[src/hdl/plf_pkg.sv]
package plf_pkg;

  localparam int PIX_W             = 32;
  localparam int MANT_W            = PIX_W;
  localparam int LOG_FRACTION_BITS = 16;
  localparam int EXP_W             = $clog2(PIX_W + 1) + 0;
  localparam int SHIFT_W           = $clog2(MANT_W);
  localparam int LOG_W             = EXP_W + LOG_FRACTION_BITS;
  localparam int PROD_W            = LOG_W + PIX_W;
  localparam int CFG_IDX_W         = 2;
  localparam int CFG_DATA_W        = 2;

  localparam logic [CFG_IDX_W-1:0] REG_WIDTH_CODE = CFG_IDX_W'(0);
  localparam logic [CFG_IDX_W-1:0] REG_IS_SIGNED  = CFG_IDX_W'(1);

  localparam logic [1:0] WIDTH_8  = 2'd0;
  localparam logic [1:0] WIDTH_16 = 2'd1;

  localparam int BITS_8      = 8;
  localparam int BITS_16     = 16;
  localparam int BITS_32     = 32;
  localparam int LOG2_BITS_8  = 3;
  localparam int LOG2_BITS_16 = 4;
  localparam int LOG2_BITS_32 = 5;

  typedef struct packed {
    logic [1:0] width_code;
    logic       is_signed;
  } cfg_t;

  typedef struct packed {
    logic [MANT_W-1:0]            mant;
    logic [EXP_W-1:0]             expo;
    logic [LOG_FRACTION_BITS-1:0] frac;
  } log_data_t;

  function automatic logic [PIX_W-1:0] width_mask(input logic [1:0] code);
    logic [PIX_W-1:0] mask;
    unique case (code)
      WIDTH_8:  mask = PIX_W'((64'd1 << BITS_8) - 64'd1);
      WIDTH_16: mask = PIX_W'((64'd1 << BITS_16) - 64'd1);
      default:  mask = PIX_W'((64'd1 << BITS_32) - 64'd1);
    endcase
    return mask;
  endfunction

  function automatic logic [PIX_W-1:0] width_top(input logic [1:0] code);
    logic [PIX_W-1:0] top;
    unique case (code)
      WIDTH_8:  top = PIX_W'(64'd1 << (BITS_8 - 1));
      WIDTH_16: top = PIX_W'(64'd1 << (BITS_16 - 1));
      default:  top = PIX_W'(64'd1 << (BITS_32 - 1));
    endcase
    return top;
  endfunction

endpackage

[src/hdl/plf_sq_step.sv]
module plf_sq_step
  import plf_pkg::*;
(
  input  logic      clk,
  input  logic      rst_n,
  input  logic      in_valid,
  input  log_data_t in_data,
  output logic      out_valid,
  output log_data_t out_data
);

  logic      valid_r;
  log_data_t data_r;
  log_data_t data_nxt;

  always_comb begin
    logic [2*MANT_W-1:0] sq;
    sq = {{MANT_W{1'b0}}, in_data.mant} * {{MANT_W{1'b0}}, in_data.mant};
    data_nxt.expo = in_data.expo;
    if (sq[2*MANT_W-1]) begin
      data_nxt.mant = sq[2*MANT_W-1:MANT_W];
      data_nxt.frac = {in_data.frac[LOG_FRACTION_BITS-2:0], 1'b1};
    end else begin
      data_nxt.mant = sq[2*MANT_W-2:MANT_W-1];
      data_nxt.frac = {in_data.frac[LOG_FRACTION_BITS-2:0], 1'b0};
    end
  end

  always_ff @(posedge clk) begin
    if (!rst_n) begin
      valid_r <= 1'b0;
    end else begin
      valid_r <= in_valid;
    end
  end

  always_ff @(posedge clk) begin
    data_r <= data_nxt;
  end

  assign out_valid = valid_r;
  assign out_data  = data_r;

endmodule

[config.mk]
export PLATFORM = sky130hd
export DESIGN_NAME = plf_sq_step
export DESIGN_NICKNAME = d
export VERILOG_FILES = /design/src/hdl/plf_pkg.sv /design/src/hdl/plf_sq_step.sv
export SDC_FILE = /design/constraint.sdc
export NUM_CORES = 2
export LEC_CHECK = 0
export BUFFER_PORTS_ARGS = -buffer_cell sky130_fd_sc_hd__buf_4
export CAP_MARGIN = 20
export CORE_MARGIN = 1
export CORE_UTILIZATION = 50
export DETAILED_ROUTE_END_ITERATION = 8
export HOLD_SLACK_MARGIN = 0.08
export PLACE_DENSITY_LB_ADDON = 0.05
export SETUP_SLACK_MARGIN = 0.1
export SLEW_MARGIN = 20
export SYNTH_ARGS = -nofsm -noshare
export SYNTH_HDL_FRONTEND = slang
export SYNTH_SLANG_ARGS = --single-unit
[constraint.sdc]
create_clock -name clk -period 17.25 [get_ports clk]
set_input_delay 3.45 -clock clk [delete_from_list [all_inputs] [get_ports clk]]
set_output_delay 3.45 -clock clk [all_outputs]
set_load 0.1 [all_outputs]
==> metrics.yaml <==
outcome: "finished, final reports clean"
yosysSeqAreaShare: 0.0357
vias_per_cell: 5.20
multiInputGateArea_sq_um: 25600
dr.pass1.iters: 5
final_util: 0.533
slowest_stage: "or2_2"
area_growth_pct: 4.79
io_pins: 112
finalHoldViolations: 0
die_y_um: 250
synth_compound_area_frac: 0.0530
drive_above_1_share: 0.0473
die_w_um: 250
layout_min_cycle_time_ps: 12450
ys_warn_count: 0
critPathArrivalTime_ps: 12620
synthCells: 3282
crit_path_start_kind: "input port"
num_antenna_cells: 0
crit_fanout: 33
numClockSinks: 55
synth_top_flop_cell: "dfxtp_1"
rows: 90
grt_pass1_wl_um: 132000
wl_per_cell_um: 20.1
synth_edf_count: 0
first_global_vias: 23800
gp_congestion: 0.921
yosysUniqueCellTypes: 67
antenna_found_initial: 2
gr-total-overflow: 0
cts_tree: "done"
detail-route-antenna-nets: 0
synth_top_family_by_area: "adder cells"
first_iter_violations: 1068
post_synth_instance_area_sq_um: 30900
crit_type: "in -> reg"
synth_nets: 4430
synth-simple-area-share: 0.108
setup_ws_ps: 4800
place_ws_ps: 4530
critPathMostFrequentCell: "fa_1"
clk_pin_slew_ps: 70
die_area_sq_um: 62700
grt_max_degree: 42
port_buffers: 110
fill_cells: 5675
clock_path_buffers: 2
slew_violations: 0
grt_setup_unrepaired: "no"
worstMarginPinSlew_ps: 940
tns_ps: 0
worstPathCellList: "buf_4 > clkinv_1 > nor2_1 > fa_1 > fa_1 > inv_1 > fa_1 > fa_1 > inv_1 > fa_1 > fa_1 > fa_1 > fa_1 > ha_1 > a21o_1 > a211o_1 > a31oi_1 > o211ai_1 > and3_1 > o21a_2 > a2111oi_4 > o21a_1 > or2_2 > mux2_1"
place.detailed.hpwl_um: 65100
start_util: 0.509
postCtsSetupRepairBufs: 0
core_sq_um: 60700
hold_depth: 1
min_path_type: "in -> reg"
numCtsBuffers: 5
cts_root_buffer: "clkbuf_16"
syn_avg_cell_area_sq_um: 9.41
worst-endpoint-required_ps: 17420
vias: 21100
regArea_sq_um: 1100
cts.htree.levels: 2
crit_path_end_kind: "flip-flop"
synthArstFlopShare: 0
ys_seq_elements: 55
synthXorXnorAreaFrac: 0.0213
max_slew_margin: 0.373
max_stage_delay_ps: 790
synth.area.mux_share: 0.0120
nets: 4425
route.detailed.drc: 0
wl_um: 81400
period_share: 0.722
synthAdderAreaFrac: 0.635
grt_usage: 0.276
postCtsHoldBufs: 0
cts_resized: 0
clock.fmax_mhz: 80.3
maxCapViolCount: 0
finalSetupViolCount: 0
[cells by family after synthesis]
family | count (synthesis)
mux | 32
compound gates | 243
xor+xnor | 75
simple gates | 681
fa+ha+maj | 1091
flops | 55
buf+inv | 1105
[area by class of cell]
class                   count  share of cell area
inverters                 983               0.114
multi-input cells        2122               0.791
well taps                 782              0.0302
repair buffers            110              0.0255
clock buffers               7             0.00472
flip-flops and latches     55              0.0340
clock inverters             1            0.000232
[stage by stage]
stage          hold slack, ps  instance area, sq um  instances
5_1_grt                  3220                 32300       4060
3_3_place_gp             3550                 32200       4052
2_1_floorplan            3480                 30900       3282
3_5_place_dp             3560                 32200       4052
6_report                 3250                 32300       4060
4_1_cts                  3240                 32300       4060
[Yosys cell counts (8+ instances only)]
cell type,n,area share
o21bai_1,16,0.0039
nor3_1,9,0.0015
and2_1,233,0.047
clkbuf_1,115,0.014
mux2i_1,19,0.0062
a21o_1,46,0.011
nand4_1,16,0.0032
and3_1,15,0.0030
inv_1,981,0.12
a31o_2,10,0.0028
mux2_4,9,0.0044
xor2_1,39,0.011
xnor2_1,36,0.010
nand2_1,299,0.036
o21a_1,8,0.0019
a21oi_1,72,0.012
o31ai_1,8,0.0019
ha_1,300,0.12
o21ai_0,30,0.0049
nand3_1,16,0.0026
dfxtp_1,55,0.036
fa_1,791,0.51
nor2_1,62,0.0075
[worst paths after layout]
check | start | to | slack, ps
worst min-delay path | in_data[0] | out_data[1] | 3250
worst max-delay path | in_data[38] | out_data[26] | 4800
[cells in the final DEF (no fill, tap or decap), types with 3 or more instances in the layout]
cell type    n
o21ai_0     30
nor4_1       6
ha_1       300
nand4_1     16
fa_1       791
clkbuf_16    5
nor2_1      62
nor2b_1      7
a221oi_1     5
nor3_1       9
a31o_2      10
xor2_1      39
or3_1        4
o211ai_1     4
a41oi_1      3
o21bai_1    16
dfxtp_1     55
nand2_1    299
buf_4      110
o31ai_1      8
a21oi_1     72
inv_1      981
xnor2_1     36
o21a_1       8
a21o_1      46
nand3_1     16
and2_1     233
mux2i_1     19
mux2_4       9
or2_2        7
o21ai_1      6
o311ai_0     3
mux2_1       3
a31oi_1      7
and3_1      15
[flip-flops by register name (all words and copies together), names as in the netlist]
register / flops
out_data: 54
out_valid: 1
[metal layers]
metal	GRT usage	wire length [um]	up-vias
met1	0.362	33500	11000
met2	0.495	42700	453
li1	-	-	9562
met5	0	15	-
met4	0.0643	2230	2
met3	0.0220	2970	104
[worst max-delay path: cells and delay by family]
family,cells,cell delay [ps]
compound gates,7,1790
fa+ha+maj,9,4330
buf+inv,4,1120
mux,1,380
simple gates,3,1470
Power is not shown: default switching activity piles up to over one toggle a cycle in this logic, so the estimate is an artifact.
