$ cat config.mk
export PLATFORM = sky130hd
export DESIGN_NAME = plf_norm
export DESIGN_NICKNAME = d
export VERILOG_FILES = /design/src/hdl/plf_pkg.sv /design/src/hdl/plf_norm.sv
export SDC_FILE = /design/constraint.sdc
export NUM_CORES = 1
export LEC_CHECK = 0
export ABC_AREA = 1
export BUFFER_PORTS_ARGS = -buffer_cell sky130_fd_sc_hd__buf_2
export CAP_MARGIN = 20
export CORE_MARGIN = 5
export CORE_UTILIZATION = 55
export CTS_CLUSTER_DIAMETER = 60
export DETAILED_ROUTE_END_ITERATION = 10
export GPL_TIMING_DRIVEN = 0
export PLACE_DENSITY_LB_ADDON = 0.12
export SKIP_CTS_REPAIR_TIMING = 1
export SYNTH_ARGS = -nofsm -noshare
export SYNTH_HDL_FRONTEND = slang
export SYNTH_SLANG_ARGS = --single-unit
$ cat constraint.sdc
create_clock -name clk -period 4.7 [get_ports clk]
set_input_delay 0.235 -clock clk [delete_from_list [all_inputs] [get_ports clk]]
set_output_delay 0.235 -clock clk [all_outputs]
set_load 0.005 [all_outputs]
$ cat src/hdl/plf_pkg.sv
package plf_pkg;

  localparam int PIX_W             = 32;
  localparam int MANT_W            = PIX_W;
  localparam int LOG_FRACTION_BITS = 16;
  localparam int EXP_W             = $clog2(PIX_W + 1) + 0;
  localparam int SHIFT_W           = $clog2(MANT_W);
  localparam int LOG_W             = EXP_W + LOG_FRACTION_BITS;
  localparam int PROD_W            = LOG_W + PIX_W;
  localparam int CFG_IDX_W         = 2;
  localparam int CFG_DATA_W        = 2;

  localparam logic [CFG_IDX_W-1:0] REG_WIDTH_CODE = CFG_IDX_W'(0);
  localparam logic [CFG_IDX_W-1:0] REG_IS_SIGNED  = CFG_IDX_W'(1);

  localparam logic [1:0] WIDTH_8  = 2'd0;
  localparam logic [1:0] WIDTH_16 = 2'd1;

  localparam int BITS_8      = 8;
  localparam int BITS_16     = 16;
  localparam int BITS_32     = 32;
  localparam int LOG2_BITS_8  = 3;
  localparam int LOG2_BITS_16 = 4;
  localparam int LOG2_BITS_32 = 5;

  typedef struct packed {
    logic [1:0] width_code;
    logic       is_signed;
  } cfg_t;

  typedef struct packed {
    logic [MANT_W-1:0]            mant;
    logic [EXP_W-1:0]             expo;
    logic [LOG_FRACTION_BITS-1:0] frac;
  } log_data_t;

  function automatic logic [PIX_W-1:0] width_mask(input logic [1:0] code);
    logic [PIX_W-1:0] mask;
    unique case (code)
      WIDTH_8:  mask = PIX_W'((64'd1 << BITS_8) - 64'd1);
      WIDTH_16: mask = PIX_W'((64'd1 << BITS_16) - 64'd1);
      default:  mask = PIX_W'((64'd1 << BITS_32) - 64'd1);
    endcase
    return mask;
  endfunction

  function automatic logic [PIX_W-1:0] width_top(input logic [1:0] code);
    logic [PIX_W-1:0] top;
    unique case (code)
      WIDTH_8:  top = PIX_W'(64'd1 << (BITS_8 - 1));
      WIDTH_16: top = PIX_W'(64'd1 << (BITS_16 - 1));
      default:  top = PIX_W'(64'd1 << (BITS_32 - 1));
    endcase
    return top;
  endfunction

endpackage

$ cat src/hdl/plf_norm.sv
module plf_norm
  import plf_pkg::*;
(
  input  logic             clk,
  input  logic             rst_n,
  input  logic             in_valid,
  input  cfg_t             cfg,
  input  logic [PIX_W-1:0] pixel,
  output logic             out_valid,
  output log_data_t        out_data
);

  logic             v1_valid_r;
  logic [PIX_W:0]   v1_r;
  logic [PIX_W:0]   v1_nxt;
  logic             v2_valid_r;
  logic [PIX_W:0]   v2_r;
  logic [EXP_W-1:0] expo2_r;
  logic [EXP_W-1:0] expo2_nxt;
  logic             v3_valid_r;
  log_data_t        data3_r;
  log_data_t        data3_nxt;

  always_comb begin
    logic [PIX_W-1:0] u;
    u = pixel & width_mask(cfg.width_code);
    if (cfg.is_signed) begin
      u = u ^ width_top(cfg.width_code);
    end
    v1_nxt = {1'b0, u} + (PIX_W + 1)'(1);
  end

  always_comb begin
    expo2_nxt = '0;
    for (int k = 0; k <= PIX_W; k++) begin
      if (v1_r[k]) begin
        expo2_nxt = EXP_W'(k);
      end
    end
  end

  always_comb begin
    logic [SHIFT_W-1:0] sh;
    sh = SHIFT_W'(MANT_W - 1) - expo2_r[SHIFT_W-1:0];
    data3_nxt.expo = expo2_r;
    data3_nxt.frac = '0;
    if (expo2_r == EXP_W'(PIX_W)) begin
      data3_nxt.mant = MANT_W'(1) << (MANT_W - 1);
    end else begin
      data3_nxt.mant = v2_r[MANT_W-1:0] << sh;
    end
  end

  always_ff @(posedge clk) begin
    if (!rst_n) begin
      v1_valid_r <= 1'b0;
      v2_valid_r <= 1'b0;
      v3_valid_r <= 1'b0;
    end else begin
      v1_valid_r <= in_valid;
      v2_valid_r <= v1_valid_r;
      v3_valid_r <= v2_valid_r;
    end
  end

  always_ff @(posedge clk) begin
    v1_r    <= v1_nxt;
    v2_r    <= v1_r;
    expo2_r <= expo2_nxt;
    data3_r <= data3_nxt;
  end

  assign out_valid = v3_valid_r;
  assign out_data  = data3_r;

endmodule

==> impl_results.md, run 1 <==
* Overflow after GRT at 0
* Endpoints failing hold at 0
* Initial core utilization at 0.560
* I/O pin total at 93
* Critical path required time at approximately 5000 ps
* Startpoint Class: flop
* Row count at 35
* Layout cells sized above 1 at 0.173
* Synth area leaders: dfxtp_1, nand2_1, o21ai_0
* Die H at 107 um
* Chip Width at 107 um
* Synth Instances at 686
* Routability congestion estimate at 0.909
* Final Cycle Share at 0.475
* Initial DRT Pass Iterations at 4
* Syn. warnings at 0
* First-pass GRT wire length at about 19,000 um
* Leakage at a little under 3 nW
* Num CTS Buffers at 9
* Yosys top cell by area: dfxtp_1
* Maximum clock path buffer count at 2
* Clock Sinks at roughly 110
* HPWL Detailed at ~9500 um
* Worst-Margin Slew at about 540 ps
* Top cell type's share of synthesized area at 0.435
* PD cells at between 300 and 400 nW/um^2
* Post-Route WL at approximately 11,000 um
* F_max at between 400 and 500 MHz
* Initial antenna violation count at 0
* Setup_tns at 0 ps
* CTS tree: yes
* Crit path DAT at ~2500 ps
* Worst vdd ir at between 0.15 and 0.2 mV
* Detail Route Antenna Nets at 0
* CP Max Fanout at 10
* Sequential element share of the synthesized area at 0.435
* EDFF count, synth at 0
* Synth top cells by count: nand2_1, dfxtp_1, inv_1, o21ai_0, nor2_1
* Vias at about 4,500
* WL per Instance at around 13 um
* Area grow syn2layout at 15.1%
* Relative slew slack at 0.637
* Status: completed
* RSZ-0062 raised after global routing: no
* Synth cell types at 43
* Most frequent cell after synthesis: nand2_1
* Mean number of vias per cell at 4.94
* H-tree depth at 3
* # diodes at 0
* First DRT Iteration DRCs at ~160
* Final min period at between 2000 and 2500 ps
* Layout net count at a little over 800
* Seq cells post-synth at approximately 110
* Dpl ws at 2140 ps
* Residual DRC count at 0
* Worst skew pair latency at 370 ps
* Tot GR Track Use at 0.205
* Die area at 11,400 um^2
* Post-synthesis instance area at ~5100 um^2
* Vias in the first global route at 4,261
* Crit Path Class: reg -> reg
* Root buf cell: clkbuf_8
* Ys flop type: dfxtp_1
* Final Max Slew Viols at 0
* Hold WC Path Type: in -> reg
* Clock transition at path regs at roughly 110 ps
* Fin worst setup slack at between 2000 and 2500 ps
* Async set-reset flop share out of synthesis at 0
* Core area at 9200 um^2
* Critical path endpoint category: flop
* Post-route clock skew at between 10 and 15 ps
* Syn avg cell area at about 7.5 um^2
* Max-cap viol count at 0
* Port-buffer cells at between 70 and 80
* Setup-failing EPs final at 0
* Pin count of the biggest net entering global routing at 23
==> power breakdown <==
| part | switching [mW] | internal (mW) |
|---|---|---|
| Sequential | 0.0383 | 1.06 |
| Combinational | 0.323 | 0.200 |
| Clock | 0.339 | 0.214 |
==> metal layers <==
metal / global-route usage / vias to the layer above / share of wire
met3: 0.0337 / 14 / 0.042
met1: 0.246 / 1960 / 0.44
li1: - / 2380 / -
met2: 0.373 / 110 / 0.50
met5: 0 / - / 0
met4: 0.0658 / 0 / 0.014
==> through the flow <==
step / hold WS, ps / std cells / cell area, um^2 / power (mW) / utilization
2_1_floorplan: 292 / 701 / 5210 / 1.45 / -
3_3_place_gp: 311 / 888 / 5730 / 1.64 / 0.623
3_5_place_dp: 316 / 888 / 5730 / 1.65 / 0.623
4_1_cts: 33.5 / 904 / 5930 / 2.19 / 0.644
5_1_grt: 46.7 / 904 / 5930 / 2.33 / 0.644
6_report: 47.0 / 904 / 5930 / 2.18 / 0.644
==> placed cells by master (no fill, tap or decap), drive strengths merged, types with 3 or more instances in the layout <==
cell and count:
a21oi 24, o21ai 63, nand3 42, buf 96, inv 77, dfxtp 112, nand4 7, nor4 6
nor3 7, mux2i 12, conb 16, nor2 60, o22ai 7, a221oi 3, xor2 18, clkbuf 34
o211ai 6, nand2 179, xnor2 9
==> sequential cells by signal, summed over array words and instances (netlist names) <==
name,flops
expo2_r,6
v1_valid_r,1
v2_valid_r,1
v1_r,33
out_valid,1
v2_r,32
out_data,38
==> worst max-delay path: stages, from the launching register on <==
cell and delay [ps]:
dfxtp_1 450, clkbuf_1 380, clkbuf_1 400, nand2_1 130, a31oi_1 250, o21ai_0 110, a21oi_1 200, a211oi_1 100
a21oi_1 130
==> logic make-up (layout without fill, tap and decap cells) <==
kind of cell | after synthesis | count (layout) | share of synthesized area
and+or+nand+nor | 304 | 304 | 0.274
buffers and inverters | 118 | 210 | 0.0979
DFF | 112 | 112 | 0.435
AOI/OAI and AO/OA | 111 | 111 | 0.119
xor gates and xnor gates | 27 | 27 | 0.0474
muxes | 12 | 12 | 0.0233
adders and majority gates | 1 | 1 | 0.00243
other | 1 | 16 | 0.000728
==> final timing paths <==
check | from | endpoint | slack, ps | cells after the start
max reg2reg | expo2_r[0] | out_data[47] | 2470 | 8
min | pixel[0] | v1_r[0] | 50 | 2
max | expo2_r[0] | out_data[47] | 2470 | 8
min reg2reg | v1_r[0] | v2_r[0] | 340 | 0
==> area by class of cell <==
cell class / count / area, um^2
plain buffers: 45 / 230
repair buffers: 76 / 380
clock buffers: 9 / 124
multi-input cells: 471 / 2460
inverters: 73 / 274
flip-flops and latches: 112 / 2240
fillers: 872 / 3270
well taps: 111 / 139
clock inverters: 7 / 77.6
Note: power is estimated with default switching activity, not from simulation.
==> run 2: changes to the inputs <==
- ABC_AREA: 1 -> 0
- clock period: 4.7 -> 2.1 ns (I/O delays scaled with it)
==> run 2 against run 1 <==
  * Sequential power increased by 130%
  * Die area increased by 5.3%
  * Hold slack got worse by 43 ps
  * Synthesized area increased by 5.9%
  * Register-to-register slack got worse by 2400 ps
  * Non-clock buffer count increased by 5
  * Critical path depth decreased by 2
  * Fmax increased by 11%
  * Largest cell class unchanged
  * Largest power group unchanged
==> impl_results.md, run 2 <==
* Detail Route Antenna Nets at 0 (unchanged)
* Worst vdd ir at 0.470 mV (was 0.195 mV)
* Hold path start: pixel[28] (was pixel[0])
* Synth area leaders: dfxtp_1, mux4_2, mux2i_1 (was dfxtp_1, nand2_1, o21ai_0)
* Hold WC Path Type: in -> reg (unchanged)
* Clock transition at path regs at 110 ps (about the same)
* RSZ-0062 raised after global routing: no (unchanged)
* Most frequent cells in the layout: dfxtp_1, buf_2, nand2_1, nor2_1, mux4_2 (was nand2_1, dfxtp_1, buf_2, inv_1, o21ai_0)
* Post-synthesis instance area at 5450 um^2 (was 5150 um^2)
* WL per Instance at 16.6 um (was 12.6 um)
* HPWL Detailed at 10,600 um (was 9540 um)
* F_max at 499 MHz (was 448 MHz)
* Worst skew pair latency at 380 ps (was 370 ps)
* Num CTS Buffers at 9 (unchanged)
* Worst R2R Start: expo2_r[0] (unchanged)
* Core area at 9730 um^2 (was 9200 um^2)
* Synth cell types at 68 (was 43)
* Critical Path Start: expo2_r[0] (unchanged)
* PD cells at 812 nW/um^2 (was 367 nW/um^2)
* Slowest cell on the critical path: mux4_2 (was dfxtp_1)
* Max reg flops at 38 (unchanged)
* Row count at 36 (was 35)
* Syn avg cell area at 9.93 um^2 (was 7.51 um^2)
* Vias in the first global route at 4,187 (was 4,261)
* Pin count of the biggest net entering global routing at 20 (was 23)
* Final min period at 2000 ps (was 2230 ps)
* Setup_tns at 0 ps (unchanged)
* Synth Instances at 549 (was 686)
* Chip Width at 110 um (was 107 um)
* H-tree depth at 3 (unchanged)
* Layout cells sized above 1 at 0.282 (was 0.173)
* Final Max Slew Viols at 0 (unchanged)
* Crit path DAT at 2260 ps (was 2540 ps)
* Startpoint Class: flop (unchanged)
* Post-route clock skew at 15.9 ps (was 12.8 ps)
* Final Cycle Share at 0.954 (was 0.475)
* Crit Path Class: reg -> reg (unchanged)
* EDFF count, synth at 0 (unchanged)
* Maximum clock path buffer count at 2 (unchanged)
* Status: completed (unchanged)
* Setup-failing EPs final at 0 (unchanged)
* Clock Sinks at 112 (unchanged)
* Endpoints failing hold at 0 (unchanged)
* Synth top cells by count: dfxtp_1, nand2_1, nor2_1, mux4_2, o21ai_0 (was nand2_1, dfxtp_1, inv_1, o21ai_0, nor2_1)
* Critical Path Max Stage Delay at 530 ps (was 450 ps)
* First-pass GRT wire length at 20,500 um (was 19,300 um)
* Area grow syn2layout at 17.3% (was 15.1%)
* Residual DRC count at 0 (unchanged)
* CP Max Fanout at 10 (unchanged)
* Critical path endpoint category: flop (unchanged)
* I/O pin total at 93 (unchanged)
* Layout net count at 699 (was 827)
* Worst-Margin Slew at 539 ps (about the same)
* Overflow after GRT at 0 (unchanged)
* Die H at 110 um (was 107 um)
* Tot GR Track Use at 0.221 (was 0.205)
* Commonest non-fill, non-tap cell in the layout: dfxtp_1 (was nand2_1)
* First DRT Iteration DRCs at 154 (was 162)
* Relative slew slack at 0.638 (was 0.637)
* CTS tree: yes (unchanged)
* Yosys top cell by area: dfxtp_1 (unchanged)
* Leakage at 2.66 nW (was 2.88 nW)
* Critical path required time at 2350 ps (was 5000 ps)
* CP top delay family: buffers and inverters (was compound AO/OA/AOI/OAI gates)
* Max-cap viol count at 0 (unchanged)
* CP Cell Sequence: buf_6, buf_4, buf_4, mux4_2, a22oi_2, o221ai_1 (was clkbuf_1, clkbuf_1, nand2_1, a31oi_1, o21ai_0, a21oi_1, a211oi_1, a21oi_1)
* Fin worst setup slack at 96.3 ps (was 2470 ps)
* Vias at 4,441 (was 4,464)
* Area after DPL at 6050 um^2 (was 5730 um^2)
* Async set-reset flop share out of synthesis at 0 (unchanged)
* Sequential element share of the synthesized area at 0.411 (was 0.435)
* Die area at 12,000 um^2 (was 11,400 um^2)
* Dpl ws at -22.7 ps (was 2140 ps)
* Post-Layout Inst Area at 6390 um^2 (was 5930 um^2)
* Most frequent cell after synthesis: dfxtp_1 (was nand2_1)
* Syn. warnings at 0 (unchanged)
* Ys flop type: dfxtp_1 (unchanged)
* Port-buffer cells at 75 (was 76)
* Initial core utilization at 0.560 (about the same)
* Post-Route WL at 13,200 um (was 11,400 um)
* # diodes at 0 (unchanged)
* Most used cell along the critical path: buf_4
* Root buf cell: clkbuf_8 (unchanged)
* Initial antenna violation count at 0 (unchanged)
* Initial DRT Pass Iterations at 4 (unchanged)
* Top cell type's share of synthesized area at 0.411 (was 0.435)
* Routability congestion estimate at 0.946 (was 0.909)
* Seq cells post-synth at 112 (unchanged)
* Worst Path Buf+Inv at 3 (was 2)
* Mean number of vias per cell at 5.57 (was 4.94)
-- run 2: cell count changes in the layout (fill, tap and decap cells not counted), moves of 8 or more --
cell / previous run / this run
xor2_1: 18 / 10
nor3_1: 5 / 14
dlygate4sd3_1: 0 / 10
o21ai_0: 63 / 24
nand2_1: 176 / 52
nand3_1: 37 / 20
inv_1: 68 / 12
mux2_2: 0 / 14
a21oi_1: 24 / 16
and2_1: 0 / 13
nor2_1: 55 / 42
mux4_2: 0 / 26
clkbuf_1: 25 / 6
-- run 2: kinds of logic (layout without fill, tap and decap cells) --
logic type | count (synthesis) | in the layout | synth area share
buffers and inverters | 55 | 155 | 0.0585
multiplexers | 61 | 61 | 0.175
other | 1 | 16 | 0.000688
flip-flops | 112 | 112 | 0.411
XOR/XNOR | 24 | 24 | 0.0399
adder cells (fa/ha/maj) | 1 | 1 | 0.00229
AO/OA/AOI/OAI | 97 | 97 | 0.119
AND/OR/NAND/NOR | 198 | 198 | 0.193
-- run 2: metrics by stage --
| step | hold slack [ps] | util | instances | power (mW) |
|---|---|---|---|---|
| after detailed placement | 319 | 0.622 | 772 | 3.91 |
| after global routing | 7.36 | 0.657 | 797 | 5.47 |
| after CTS | -68.2 | 0.642 | 787 | 5.16 |
| after global placement | 305 | 0.622 | 772 | 3.90 |
| after floorplan | 162 | - | 564 | 3.43 |
| final | 3.87 | 0.657 | 797 | 5.19 |
-- run 2: worst reg2reg max path: stages, from the launching register on --
cell      delay [ps]
dfxtp_1          360
buf_6            150
buf_4            230
buf_4            250
mux4_2           530
a22oi_2          210
o221ai_1         160
-- run 2: cell type report --
cell class,instances,area (um^2)
Tap cell,133,166
Clock buffer,9,124
Buffer,41,277
Timing Repair Buffer,85,475
Sequential cell,112,2240
Multi-Input combinational cell,397,2980
Fill cell,811,3330
Clock inverter,6,76.3
Inverter,14,52.6
-- run 2: metal layers --
layer / track usage / part of all wire / up-vias
li1: - / - / 2197
met1: 0.249 / 0.39 / 2027
met2: 0.386 / 0.50 / 167
met3: 0.0341 / 0.047 / 50
met4: 0.144 / 0.059 / 0
met5: 0 / 0 / -
-- run 2: final timing paths --
kind	endpoint	slack [ps]	depth (start not counted)
max	out_data[47]	100	6
max reg2reg	out_data[47]	100	6
min reg2reg	v2_r[0]	340	0
min	v1_r[28]	4	3
-- run 2: power breakdown --
group	switching [mW]	internal, mW	total, mW	leakage, nW
registers	0.118	2.38	2.50	0.936
clock network	0.710	0.565	1.28	0.0958
logic	0.739	0.679	1.42	1.63
