--- config.mk ---
export PLATFORM = sky130hd
export DESIGN_NAME = plf_scale
export DESIGN_NICKNAME = d
export VERILOG_FILES = /design/src/hdl/plf_pkg.sv /design/src/hdl/plf_scale.sv
export SDC_FILE = /design/constraint.sdc
export NUM_CORES = 1
export LEC_CHECK = 0
export ABC_AREA = 1
export BUFFER_PORTS_ARGS = -buffer_cell sky130_fd_sc_hd__buf_2
export CAP_MARGIN = 20
export CELL_PAD_IN_SITES_DETAIL_PLACEMENT = 2
export CELL_PAD_IN_SITES_GLOBAL_PLACEMENT = 2
export CORE_AREA = 10 10 130 132
export CTS_CLUSTER_SIZE = 12
export DETAILED_ROUTE_END_ITERATION = 6
export DIE_AREA = 0 0 140 142
export PLACE_DENSITY = 0.94
export SLEW_MARGIN = 0
export SYNTH_ARGS = -nofsm -noshare
export SYNTH_HDL_FRONTEND = slang
export SYNTH_SLANG_ARGS = --single-unit
export TNS_END_PERCENT = 100
--- constraint.sdc ---
create_clock -name clk -period 10.55 [get_ports clk]
set_clock_uncertainty 0.05 [all_clocks]
set_input_delay 2.11 -clock clk [delete_from_list [all_inputs] [get_ports clk]]
set_output_delay 2.11 -clock clk [all_outputs]
set_load 0.005 [all_outputs]
--- src/hdl/plf_pkg.sv ---
package plf_pkg;

  localparam int PIX_W             = 32;
  localparam int MANT_W            = PIX_W;
  localparam int LOG_FRACTION_BITS = 16;
  localparam int EXP_W             = $clog2(PIX_W + 1) + 0;
  localparam int SHIFT_W           = $clog2(MANT_W);
  localparam int LOG_W             = EXP_W + LOG_FRACTION_BITS;
  localparam int PROD_W            = LOG_W + PIX_W;
  localparam int CFG_IDX_W         = 2;
  localparam int CFG_DATA_W        = 2;

  localparam logic [CFG_IDX_W-1:0] REG_WIDTH_CODE = CFG_IDX_W'(0);
  localparam logic [CFG_IDX_W-1:0] REG_IS_SIGNED  = CFG_IDX_W'(1);

  localparam logic [1:0] WIDTH_8  = 2'd0;
  localparam logic [1:0] WIDTH_16 = 2'd1;

  localparam int BITS_8      = 8;
  localparam int BITS_16     = 16;
  localparam int BITS_32     = 32;
  localparam int LOG2_BITS_8  = 3;
  localparam int LOG2_BITS_16 = 4;
  localparam int LOG2_BITS_32 = 5;

  typedef struct packed {
    logic [1:0] width_code;
    logic       is_signed;
  } cfg_t;

  typedef struct packed {
    logic [MANT_W-1:0]            mant;
    logic [EXP_W-1:0]             expo;
    logic [LOG_FRACTION_BITS-1:0] frac;
  } log_data_t;

  function automatic logic [PIX_W-1:0] width_mask(input logic [1:0] code);
    logic [PIX_W-1:0] mask;
    unique case (code)
      WIDTH_8:  mask = PIX_W'((64'd1 << BITS_8) - 64'd1);
      WIDTH_16: mask = PIX_W'((64'd1 << BITS_16) - 64'd1);
      default:  mask = PIX_W'((64'd1 << BITS_32) - 64'd1);
    endcase
    return mask;
  endfunction

  function automatic logic [PIX_W-1:0] width_top(input logic [1:0] code);
    logic [PIX_W-1:0] top;
    unique case (code)
      WIDTH_8:  top = PIX_W'(64'd1 << (BITS_8 - 1));
      WIDTH_16: top = PIX_W'(64'd1 << (BITS_16 - 1));
      default:  top = PIX_W'(64'd1 << (BITS_32 - 1));
    endcase
    return top;
  endfunction

endpackage

--- src/hdl/plf_scale.sv ---
module plf_scale
  import plf_pkg::*;
(
  input  logic             clk,
  input  logic             rst_n,
  input  logic             in_valid,
  input  log_data_t        in_data,
  input  cfg_t             cfg,
  output logic             out_valid,
  output logic [PIX_W-1:0] out_pixel
);

  logic             valid_r;
  logic [PIX_W-1:0] pixel_r;
  logic [PIX_W-1:0] pixel_nxt;

  always_comb begin
    logic [PROD_W-1:0] ext;
    logic [PROD_W-1:0] quot;
    logic [PIX_W-1:0]  mask;
    ext  = PROD_W'({in_data.expo, in_data.frac});
    mask = width_mask(cfg.width_code);
    unique case (cfg.width_code)
      WIDTH_8:  quot = ((ext << BITS_8) - ext) >> (LOG_FRACTION_BITS + LOG2_BITS_8);
      WIDTH_16: quot = ((ext << BITS_16) - ext) >> (LOG_FRACTION_BITS + LOG2_BITS_16);
      default:  quot = ((ext << BITS_32) - ext) >> (LOG_FRACTION_BITS + LOG2_BITS_32);
    endcase
    if (quot > PROD_W'(mask)) begin
      pixel_nxt = mask;
    end else begin
      pixel_nxt = quot[PIX_W-1:0];
    end
    if (cfg.is_signed) begin
      pixel_nxt = pixel_nxt ^ width_top(cfg.width_code);
    end
    pixel_nxt = pixel_nxt & mask;
  end

  always_ff @(posedge clk) begin
    if (!rst_n) begin
      valid_r <= 1'b0;
    end else begin
      valid_r <= in_valid;
    end
  end

  always_ff @(posedge clk) begin
    pixel_r <= pixel_nxt;
  end

  assign out_valid = valid_r;
  assign out_pixel = pixel_r;

endmodule
==> results of run 1 <==
[Yosys cell counts, drive strengths merged, types with 5 or more instances]
cell / n
nand2: 246
ha: 30
o21ai: 36
nand3: 59
nand4: 14
inv: 137
dfxtp: 33
clkbuf: 5
nor2: 115
a21oi: 38
xor2: 8
nand3b: 5
[metal layers]
layer	track usage [%]	up-vias
li1	-	2458
met1	24.5	2595
met2	37.8	211
met3	2.80	71
met4	10.1	0
met5	0	-
[area by class of cell]
| cell class | count | area share (%) |
|---|---|---|
| Multi-Input combinational cell | 570 | 60.0 |
| Sequential cell | 33 | 14.0 |
| Inverter | 137 | 10.9 |
| Timing Repair Buffer | 61 | 6.51 |
| Tap cell | 184 | 4.87 |
| Clock buffer | 7 | 3.02 |
| Clock inverter | 1 | 0.635 |
[worst max-delay path: cells and delay by family]
kind	cells	cell delay, ns
simple gates	18	2.35
compound gates	4	1.05
fa+ha+maj	2	0.61
buf+inv	5	0.72
[power by group]
part | switching [mW] | internal (mW) | leakage [nW]
registers | 0.00313 | 0.136 | 0.276
clock network | 0.0587 | 0.118 | 0.0841
logic | 0.126 | 0.0538 | 2.31
total | 0.188 | 0.308 | 2.67
[per-stage QoR]
stage,area [um2],cells,setup slack [ns]
2_1_floorplan,4070,749,5.20
3_3_place_gp,4550,985,4.09
3_5_place_dp,4550,985,3.89
4_1_cts,4730,993,3.88
5_1_grt,4730,993,3.41
6_report,4730,993,3.80
[state kept, by name, indices dropped and copies added (netlist names)]
| name | cells |
|---|---|
| out_valid | 1 |
| out_pixel | 32 |
[path summary, 6_finish.rpt]
path | start | endpoint | slack [ns]
worst max-delay path | in_data[21] | out_pixel[26] | 3.80
worst min-delay path | in_valid | out_valid | 1.95
[cells by family (layout without fill, tap and decap cells)]
family | count (synthesis) | count (layout)
AOI/OAI and AO/OA | 86 | 86
xor gates and xnor gates | 8 | 8
buffers and inverters | 146 | 206
adders and majority gates | 30 | 30
and+or+nand+nor | 446 | 446
DFF | 33 | 33
==> results.md, run 1 <==
- Worst Hold Class: input pin to flip-flop
- Top Metal Used: met4
- Total gr overflow: 0
- Row count: 44
- Via-to-Cell Ratio: 5.37
- Largest family of logic cells by synthesized area: simple AND/OR/NAND/NOR gates
- Layout net count: 898
- Top cell type's share of synthesized area: 22.0%
- Syn nets: 839
- CTS Sinks: 33
- Synth Instances: 749
- Chip Height: 142 um
- Ys flop type: dfxtp_1
- Layout area overhead: 16.0%
- Final Util: ~33%
- Share of cells above drive strength 1: a little under an eighth
- Die ar.: 19900 um2
- Area occupied by multi-input gates: 2840 um2
- Post-cts hold buffer count: 0
- Post-CTS Setup Inserts: 0
- Met2 WL: between 10000 and 15000 um
- Initial antenna violation count: 0
- Most common cell after layout, fill and taps aside: nand2_1
- Worst path max stage delay: 0.37 ns
- DRT Pass-1 Iters: 5
- Max frequency: around 150 MHz
- YS warnings: 0
- Post-Syn Area: 4070 um2
- Worst Tran Pin Value: roughly 0.68 ns
- Largest net degree at the start of global routing: 32
- Die X: around 140 um
- Cts repair resizes: 0
- Critical-path top delay cell: a32oi_1
- Clock Path Buffers: 2
- CP arrival: 6.88 ns
- Commonest cells after routing, fill and taps aside: nand2_1 (239), inv_1 (129), nor2_1 (104), buf_2 (60), nand3_1 (58)
- Mux contribution to synthesized area: 0%
- Endpoints failing setup: 0
- Crit-path max FO: 16
- GRT Total Usage: 21.2%
- Post-Synth Simple-Gate Area: 47.1%
- WL final: 21500 um
- Worst IR Drop VDD: 0.0000715 V
- Top cell type by total area after synthesis: nand2_1
- Wire per inst: 21.7 um
- Post-Synth XOR/XNOR Area: 1.90%
- Post-synth EDFFs: 0
- CP required: 10.68 ns
- Min-Delay Path Depth: 3
- Fin Hold WS: 1.95 ns
- # port buffers: 60
- Critical path class: input pin to flip-flop
- Residual DRC: 0
- # fillers: between 1500 and 2000
- Synth cell types: 38
- Core area: 14300 um2
- Metal3 WL: between 1000 and 1500 um
- Max Cap Viol: 0
- M1 WL: 8890 um
- RSZ-0062 raised after global routing: false
- Crit-path most repeated cell: nand2_1
- Top cells by area, synth: nand2_1 (22%), dfxtp_1 (16%), inv_1 (12%)
- Num CTS Buffers: 5
- Placer's final routability congestion estimate: 0.991
- Leakage: around 2.7 nW
- Initial Util: 28.5%
- Ys async rst share: 0%
- Minimum clock period: 6.75 ns
- Clock slew at reported path FFs: 0.06 ns
- Via Count: 5335
- Initial DRC count: slightly above 400
- Max Slew Vio Count: 0
- Complex-gate fraction of the synthesized area: a little under an eighth
- Type of origin of the critical path: input pin
- Pwr per Cell Area: between 100 and 150 nW/um2
- Sequential cell area: 661 um2
- Final Hold Fails: 0
- Clk root buf: clkbuf_16
- Hpwl dp: 16900 um
- I/O pins: 93
- Total power: 0.496 mW
- Adder-cell share of the synthesized area: 9.22%
- Register area share after synthesis: approximately 16%
- CTS tree: built
- Final ANT Viol Nets: 0
- Status: completed
- Sum Neg Setup Slack: 0 ns
- Flip-flop and latch count after synthesis: 33
- Inserted Diodes: 0
- Fin crit share: 64.0%
- Rel. slew slack: 54.5%
- Vias in the first global route: 5777
- H-tree Lvls: 2
- Avg Inst Size Synth: 5.44 um2
- First-pass GRT wire length: ~33000 um
- Crit. End Element: flip-flop
Note: power is estimated with default switching activity, not from simulation.
==> inputs of run 2 (changes only) <==
ABC_AREA = 0   (was 1)
CORE_AREA = 10 10 119 121   (was 10 10 130 132)
DIE_AREA = 0 0 129 131   (was 0 0 140 142)
PLACE_DENSITY = 0.88   (was 0.94)
clock period = 6.3 ns   (was 10.55 ns; I/O delays follow)
==> results.md, run 2 <==
- Status: completed (unchanged)
- Max FFs per register: 32 (unchanged)
- Bufs and invs on worst path: 3 (was 5)
- Layout net count: 618 (was 898)
- Sequential share of power: 30.8% (was 28.1%)
- Metal3 WL: 812 um (was 1220 um)
- M1 WL: 6540 um (was 8890 um)
- Top cells by area, synth: dfxtp_1 (19%), ha_1 (11%), a21oi_1 (6.7%) (was nand2_1 (22%), dfxtp_1 (16%), inv_1 (12%))
- Fin crit share: 96.9%
- Psw: 0.268 mW (was 0.188 mW)
- CP required: 6.42 ns (was 10.68 ns)
- Top cell type by total area after synthesis: dfxtp_1 (was nand2_1)
- Initial antenna violation count: 0 (unchanged)
- RSZ-0062 raised after global routing: true (was false)
- DRT Pass-1 Iters: 4 (was 5)
- Via Count: 4082 (was 5335)
- Die X: 129 um (was 140 um)
- Crit. End Element: flip-flop (unchanged)
- # port buffers: 60 (unchanged)
- Pint: 0.485 mW (was 0.308 mW)
- Leakage: 1.74 nW (was 2.67 nW)
- Largest net degree at the start of global routing: 17 (was 32)
- Sequential cell area: 661 um2 (unchanged)
- Ys flop type: dfxtp_1 (unchanged)
- Max Cap Viol: 0 (unchanged)
- Max frequency: 164 MHz
- H-tree Lvls: 2 (unchanged)
- Post-Syn Area: 3440 um2 (was 4070 um2)
- Initial Util: 29.1% (was 28.5%)
- Synth cell types: 72 (was 38)
- Type of origin of the critical path: input pin (unchanged)
- Switch share: 35.6% (was 37.9%)
- Residual DRC: 0 (unchanged)
- CTS Sinks: 33 (unchanged)
- Max Slew Vio Count: 0 (unchanged)
- Fin Hold WS: 1.13 ns (was 1.95 ns)
- Share of cells above drive strength 1: 24.8% (was 11.9%)
- Largest delay share family, worst path: simple AND/OR/NAND/NOR gates (unchanged)
- Register area share after synthesis: 19.2% (was 16.2%)
- Hpwl dp: 13000 um (was 16900 um)
- Core area: 11800 um2 (was 14300 um2)
- Die ar.: 16900 um2 (was 19900 um2)
- Num CTS Buffers: 5 (unchanged)
- # fillers: 1390 (was 1887)
- Pwr per Cell Area: 177 nW/um2 (was 105 nW/um2)
- Endpoints failing setup: 0 (unchanged)
- Avg Inst Size Synth: 7.68 um2 (was 5.44 um2)
- Critical path cell sequence: buf_2 > buf_4 > nor4_1 > nand2_1 > nor2_1 > a21o_1 > or3_1 > or3_1 > xor2_1 > a21oi_1 > ha_1 > and4_1 > nand4_1 > nor2_1 > nand4_1 > or4_1 > o41ai_4 > nand2_1 > buf_4 > o21a_1
- CTS tree: built (unchanged)
- Worst Tran Pin Value: 0.789 ns (was 0.679 ns)
- Top cell type's share of synthesized area: 19.2% (was 22.0%)
- Critical path class: input pin to flip-flop (unchanged)
- GRT Total Usage: 19.4% (was 21.2%)
- Critical-path top delay cell: nor4_1 (was a32oi_1)
- Placer's final routability congestion estimate: 0.948 (was 0.991)
- I/O pins: 93 (unchanged)
- Met2 WL: 8480 um (was 10300 um)
- Via-to-Cell Ratio: 6.05 (was 5.37)
- Wire per inst: 24.4 um (was 21.7 um)
- Total gr overflow: 0 (unchanged)
- Clock Path Buffers: 2 (unchanged)
- Clock slew at reported path FFs: 0.05 ns (was 0.06 ns)
- Synth top cells by count: a21oi_1 (46), nand2_1 (42), nor2_1 (34) (was nand2_1 (239), inv_1 (129), nor2_1 (104))
- Final Util: 36.0% (was 33.0%)
- Worst Hold Class: input pin to flip-flop (unchanged)
- Minimum clock period: 6.11 ns
- Initial DRC count: 261 (was 404)
- Worst path max stage delay: 0.71 ns (was 0.37 ns)
- Syn nets: 538 (was 839)
- Clk root buf: clkbuf_16 (unchanged)
- Area occupied by multi-input gates: 2650 um2 (was 2840 um2)
- Post-synth EDFFs: 0 (unchanged)
- Worst IR Drop VDD: 0.0000907 V (was 0.0000715 V)
- Inserted Diodes: 0 (unchanged)
- Final Hold Fails: 0 (unchanged)
- First-pass GRT wire length: 25600 um (was 33400 um)
- Synth Instances: 448 (was 749)
- YS warnings: 0 (unchanged)
- Top Metal Used: met4 (unchanged)
- Ys async rst share: 0% (unchanged)
- Vias in the first global route: 4489 (was 5777)
- Clock Power Share: 32.3% (was 35.7%)
- Most common cell after layout, fill and taps aside: buf_2 (was nand2_1)
- Count leader, synth: a21oi_1 (was nand2_1)
- Rel. slew slack: 46.9% (was 54.5%)
- Commonest cells after routing, fill and taps aside: buf_2 (60), a21oi_1 (46), nand2_1 (42), nor2_1 (34), dfxtp_1 (33) (was nand2_1 (239), inv_1 (129), nor2_1 (104), buf_2 (60), nand3_1 (58))
- Crit-path max FO: 10 (was 16)
- WL final: 16500 um (was 21500 um)
- Layout area overhead: 23.4% (was 16.0%)
- Gate power share: 36.9% (was 36.3%)
- CP arrival: 6.22 ns (was 6.88 ns)
- Flip-flop and latch count after synthesis: 33 (unchanged)
- Chip Height: 131 um (was 142 um)
- Final ANT Viol Nets: 0 (unchanged)
- Row count: 40 (was 44)
==> run 2: cell count changes after synthesis, moves of 13 or more <==
cell / change
nand2_1: -197
o21ai_1: -15
inv_1: -110
xnor2_1: +17
a31oi_1: +13
nand3_1: -44
nor2_1: -70
==> run 2: final timing paths <==
| check | cells after the start | slack, ns | start | endpoint |
|---|---|---|---|---|
| max | 20 | 0.19 | in_data[15] | out_pixel[11] |
| min | 2 | 1.13 | in_valid | out_valid |
==> run 2: layout make-up <==
class / instances / share of cell area (%)
inverters: 19 / 1.68
multi-input cells: 379 / 62.3
clock inverters: 1 / 0.177
repair buffers: 90 / 12.7
well taps: 147 / 4.33
clock buffers: 6 / 3.27
flip-flops and latches: 33 / 15.6
==> run 2: layer usage <==
layer,up-vias,global-route usage (%)
met5,-,0
li1,1847,-
met4,0,8.63
met2,130,36.3
met3,47,2.90
met1,2058,21.3
==> run 2: metrics by stage <==
stage / setup WS (ns) / cell area [um2] / power (mW) / std cells / TNS (ns)
after floorplan: 0.246 / 3440 / 0.395 / 448 / 0
after global routing: -0.0301 / 4250 / 0.793 / 675 / -0.104
final: 0.195 / 4250 / 0.753 / 675 / 0
after CTS: 0.00491 / 4210 / 0.753 / 675 / 0
after global placement: 0.130 / 4060 / 0.488 / 668 / 0
after detailed placement: -0.0636 / 4060 / 0.505 / 668 / -0.338
==> run 2: repair_timing <==
| action | in CTS | in global routing |
|---|---|---|
| resized for setup | 0 | 6 |
| hold buffers | 0 | 0 |
| buffers inserted | 0 | 0 |
| endpoints found under the setup margin | 0 | 32 |
==> run 2: power groups by stage <==
| stage | clock network, mW | registers (mW) | logic, mW |
|---|---|---|---|
| after CTS | 0.248 | 0.232 | 0.272 |
| after floorplan | 0 | 0.240 | 0.155 |
| after detailed placement | 0 | 0.237 | 0.269 |
| after global routing | 0.256 | 0.234 | 0.303 |
| final | 0.243 | 0.232 | 0.278 |
| after global placement | 0 | 0.236 | 0.252 |
==> run 2: logic make-up (layout without fill, tap and decap cells) <==
kind of cell / count (synthesis) / in the layout / synth area share (%)
buf+inv: 36 / 116 / 5.02
fa+ha+maj: 30 / 30 / 10.9
mux: 3 / 3 / 0.873
xor+xnor: 21 / 21 / 5.35
flops: 33 / 33 / 19.2
compound gates: 150 / 150 / 30.1
simple gates: 175 / 175 / 28.5
==> inputs of run 3 (changes only) <==
RECOVER_POWER = 50   (was not set)
==> results.md, run 3 (synthesis gave the netlist of run 2 again) <==
- Hpwl dp: 13000 um (unchanged)
- Placer's final routability congestion estimate: 0.948 (unchanged)
- Die X: 129 um (unchanged)
- Inserted Diodes: 0 (unchanged)
- Final setup margin: 0.186 ns (was 0.195 ns)
- Chip Height: 131 um (unchanged)
- Core area: 11800 um2 (unchanged)
- Hold path startpoint: in_valid (unchanged)
- Initial Util: 29.1% (unchanged)
- Residual DRC: 0 (unchanged)
- Total gr overflow: 0 (unchanged)
- Vias in the first global route: 4489 (unchanged)
- CTS tree: built (unchanged)
- Worst Tran Pin Value: 0.824 ns (was 0.789 ns)
- Max Cap Viol: 0 (unchanged)
- Commonest cells after routing, fill and taps aside: a21oi_1 (46), nand2_1 (42), nor2_1 (34), dfxtp_1 (33), buf_2 (31) (was buf_2 (60), a21oi_1 (46), nand2_1 (42), nor2_1 (34), dfxtp_1 (33))
- Initial antenna violation count: 0 (unchanged)
- Num CTS Buffers: 5 (unchanged)
- Most common cell after layout, fill and taps aside: a21oi_1 (was buf_2)
- Max FFs per register: 32 (unchanged)
- Worst slack, placed: -0.0636 ns (unchanged)
- Clk root buf: clkbuf_16 (unchanged)
- Layout net count: 618 (unchanged)
- Type of origin of the critical path: input pin (unchanged)
- Final ANT Viol Nets: 0 (unchanged)
- Total power: 0.751 mW (was 0.753 mW)
- Clock Path Buffers: 2 (unchanged)
- Worst Hold Class: input pin to flip-flop (unchanged)
- Max frequency: 164 MHz (about the same)
- H-tree Lvls: 2 (unchanged)
- Layout area overhead: 22.4% (was 23.4%)
- Critical path class: input pin to flip-flop (unchanged)
- # fillers: 1402 (was 1390)
- Share of cells above drive strength 1: 19.3% (was 24.8%)
- Die ar.: 16900 um2 (unchanged)
- Wire per inst: 24.5 um (was 24.4 um)
- I/O pins: 93 (unchanged)
- Leakage: 1.66 nW (was 1.74 nW)
- Fin Hold WS: 1.13 ns (about the same)
- Crit. End Element: flip-flop (unchanged)
- Final Hold Fails: 0 (unchanged)
- Clock slew at reported path FFs: 0.05 ns (about the same)
- Sequential cell area: 661 um2 (unchanged)
- RSZ-0062 raised after global routing: true (unchanged)
- Max Slew Vio Count: 0 (unchanged)
- Pwr per Cell Area: 178 nW/um2 (was 177 nW/um2)
- Post-cts hold buffer count: 0 (unchanged)
- Status: completed (unchanged)
- Crit-path max FO: 10 (unchanged)
- Area occupied by multi-input gates: 2650 um2 (unchanged)
- Largest net degree at the start of global routing: 17 (unchanged)
- Initial DRC count: 280 (was 261)
- Fin crit share: 97.0% (was 96.9%)
- CP arrival: 6.23 ns (was 6.22 ns)
- Rel. slew slack: 44.5% (was 46.9%)
- CP required: 6.42 ns (about the same)
- Crit path launch: in_data[15] (unchanged)
- Via-to-Cell Ratio: 6.10 (was 6.05)
- Via Count: 4115 (was 4082)
- Endpoints failing setup: 0 (unchanged)
- Sum Neg Setup Slack: 0 ns (unchanged)
- CTS Sinks: 33 (unchanged)
- Row count: 40 (unchanged)
- WL final: 16500 um (about the same)
- DRT Pass-1 Iters: 5 (was 4)
- Final Util: 35.6% (was 36.0%)
- # port buffers: 60 (unchanged)
- First-pass GRT wire length: 25600 um (unchanged)
- Worst IR Drop VDD: 0.0000909 V (was 0.0000907 V)
- GRT Total Usage: 19.4% (unchanged)
- Minimum clock period: 6.11 ns (about the same)
## run 3: cell count changes in the layout (fill, tap and decap cells not counted)
cell / before / now
clkbuf_1: 0 / 29
buf_2: 60 / 31
## run 3: layout make-up
class	count	area share [%]
multi-input combinational	379	62.9
clock inverter	1	0.178
inverter	19	1.69
sequential	33	15.7
tap	147	4.37
clock buffer	6	3.30
timing repair buffer	90	11.9
## run 3: worst paths after layout
| kind | to | slack [ns] | cells past startpoint |
|---|---|---|---|
| hold / removal | out_valid | 1.13 | 2 |
| setup / recovery | out_pixel[11] | 0.19 | 20 |
## run 3: power by group
part / leakage [nW] / switching [mW] / internal (mW)
registers: 0.276 / 0.00460 / 0.228
clock network: 0.0690 / 0.0901 / 0.155
logic: 1.31 / 0.176 / 0.0984
total: 1.66 / 0.270 / 0.481
## run 3: through the flow
step,cell area (um2),std cells
2_1_floorplan,3440,448
3_3_place_gp,4060,668
3_5_place_dp,4060,668
4_1_cts,4210,675
5_1_grt,4210,675
6_report,4210,675
## run 3: per-layer routing
layer	vias up	GRT usage, %	part of all wire [%]
li1	1849	-	-
met2	162	36.3	51
met1	2062	21.3	39
met5	-	0	0
met3	42	2.90	5.6
met4	0	8.63	3.8
## run 3: what timing repair did
action	in CTS	in global routing
setup endpoints to repair	0	32
setup buffers	0	0
gates resized for setup	0	6
## run 3: worst max-delay path: stages
cell and delay (ns):
buf_2 0.11, buf_4 0.18, nor4_1 0.74, nand2_1 0.18, nor2_1 0.23, a21o_1 0.25, or3_1 0.22, or3_1 0.17
xor2_1 0.29, a21oi_1 0.13, ha_1 0.32, and4_1 0.19, nand4_1 0.20, nor2_1 0.21, nand4_1 0.11, or4_1 0.46
o41ai_4 0.31, nand2_1 0.27, buf_4 0.25, o21a_1 0.18
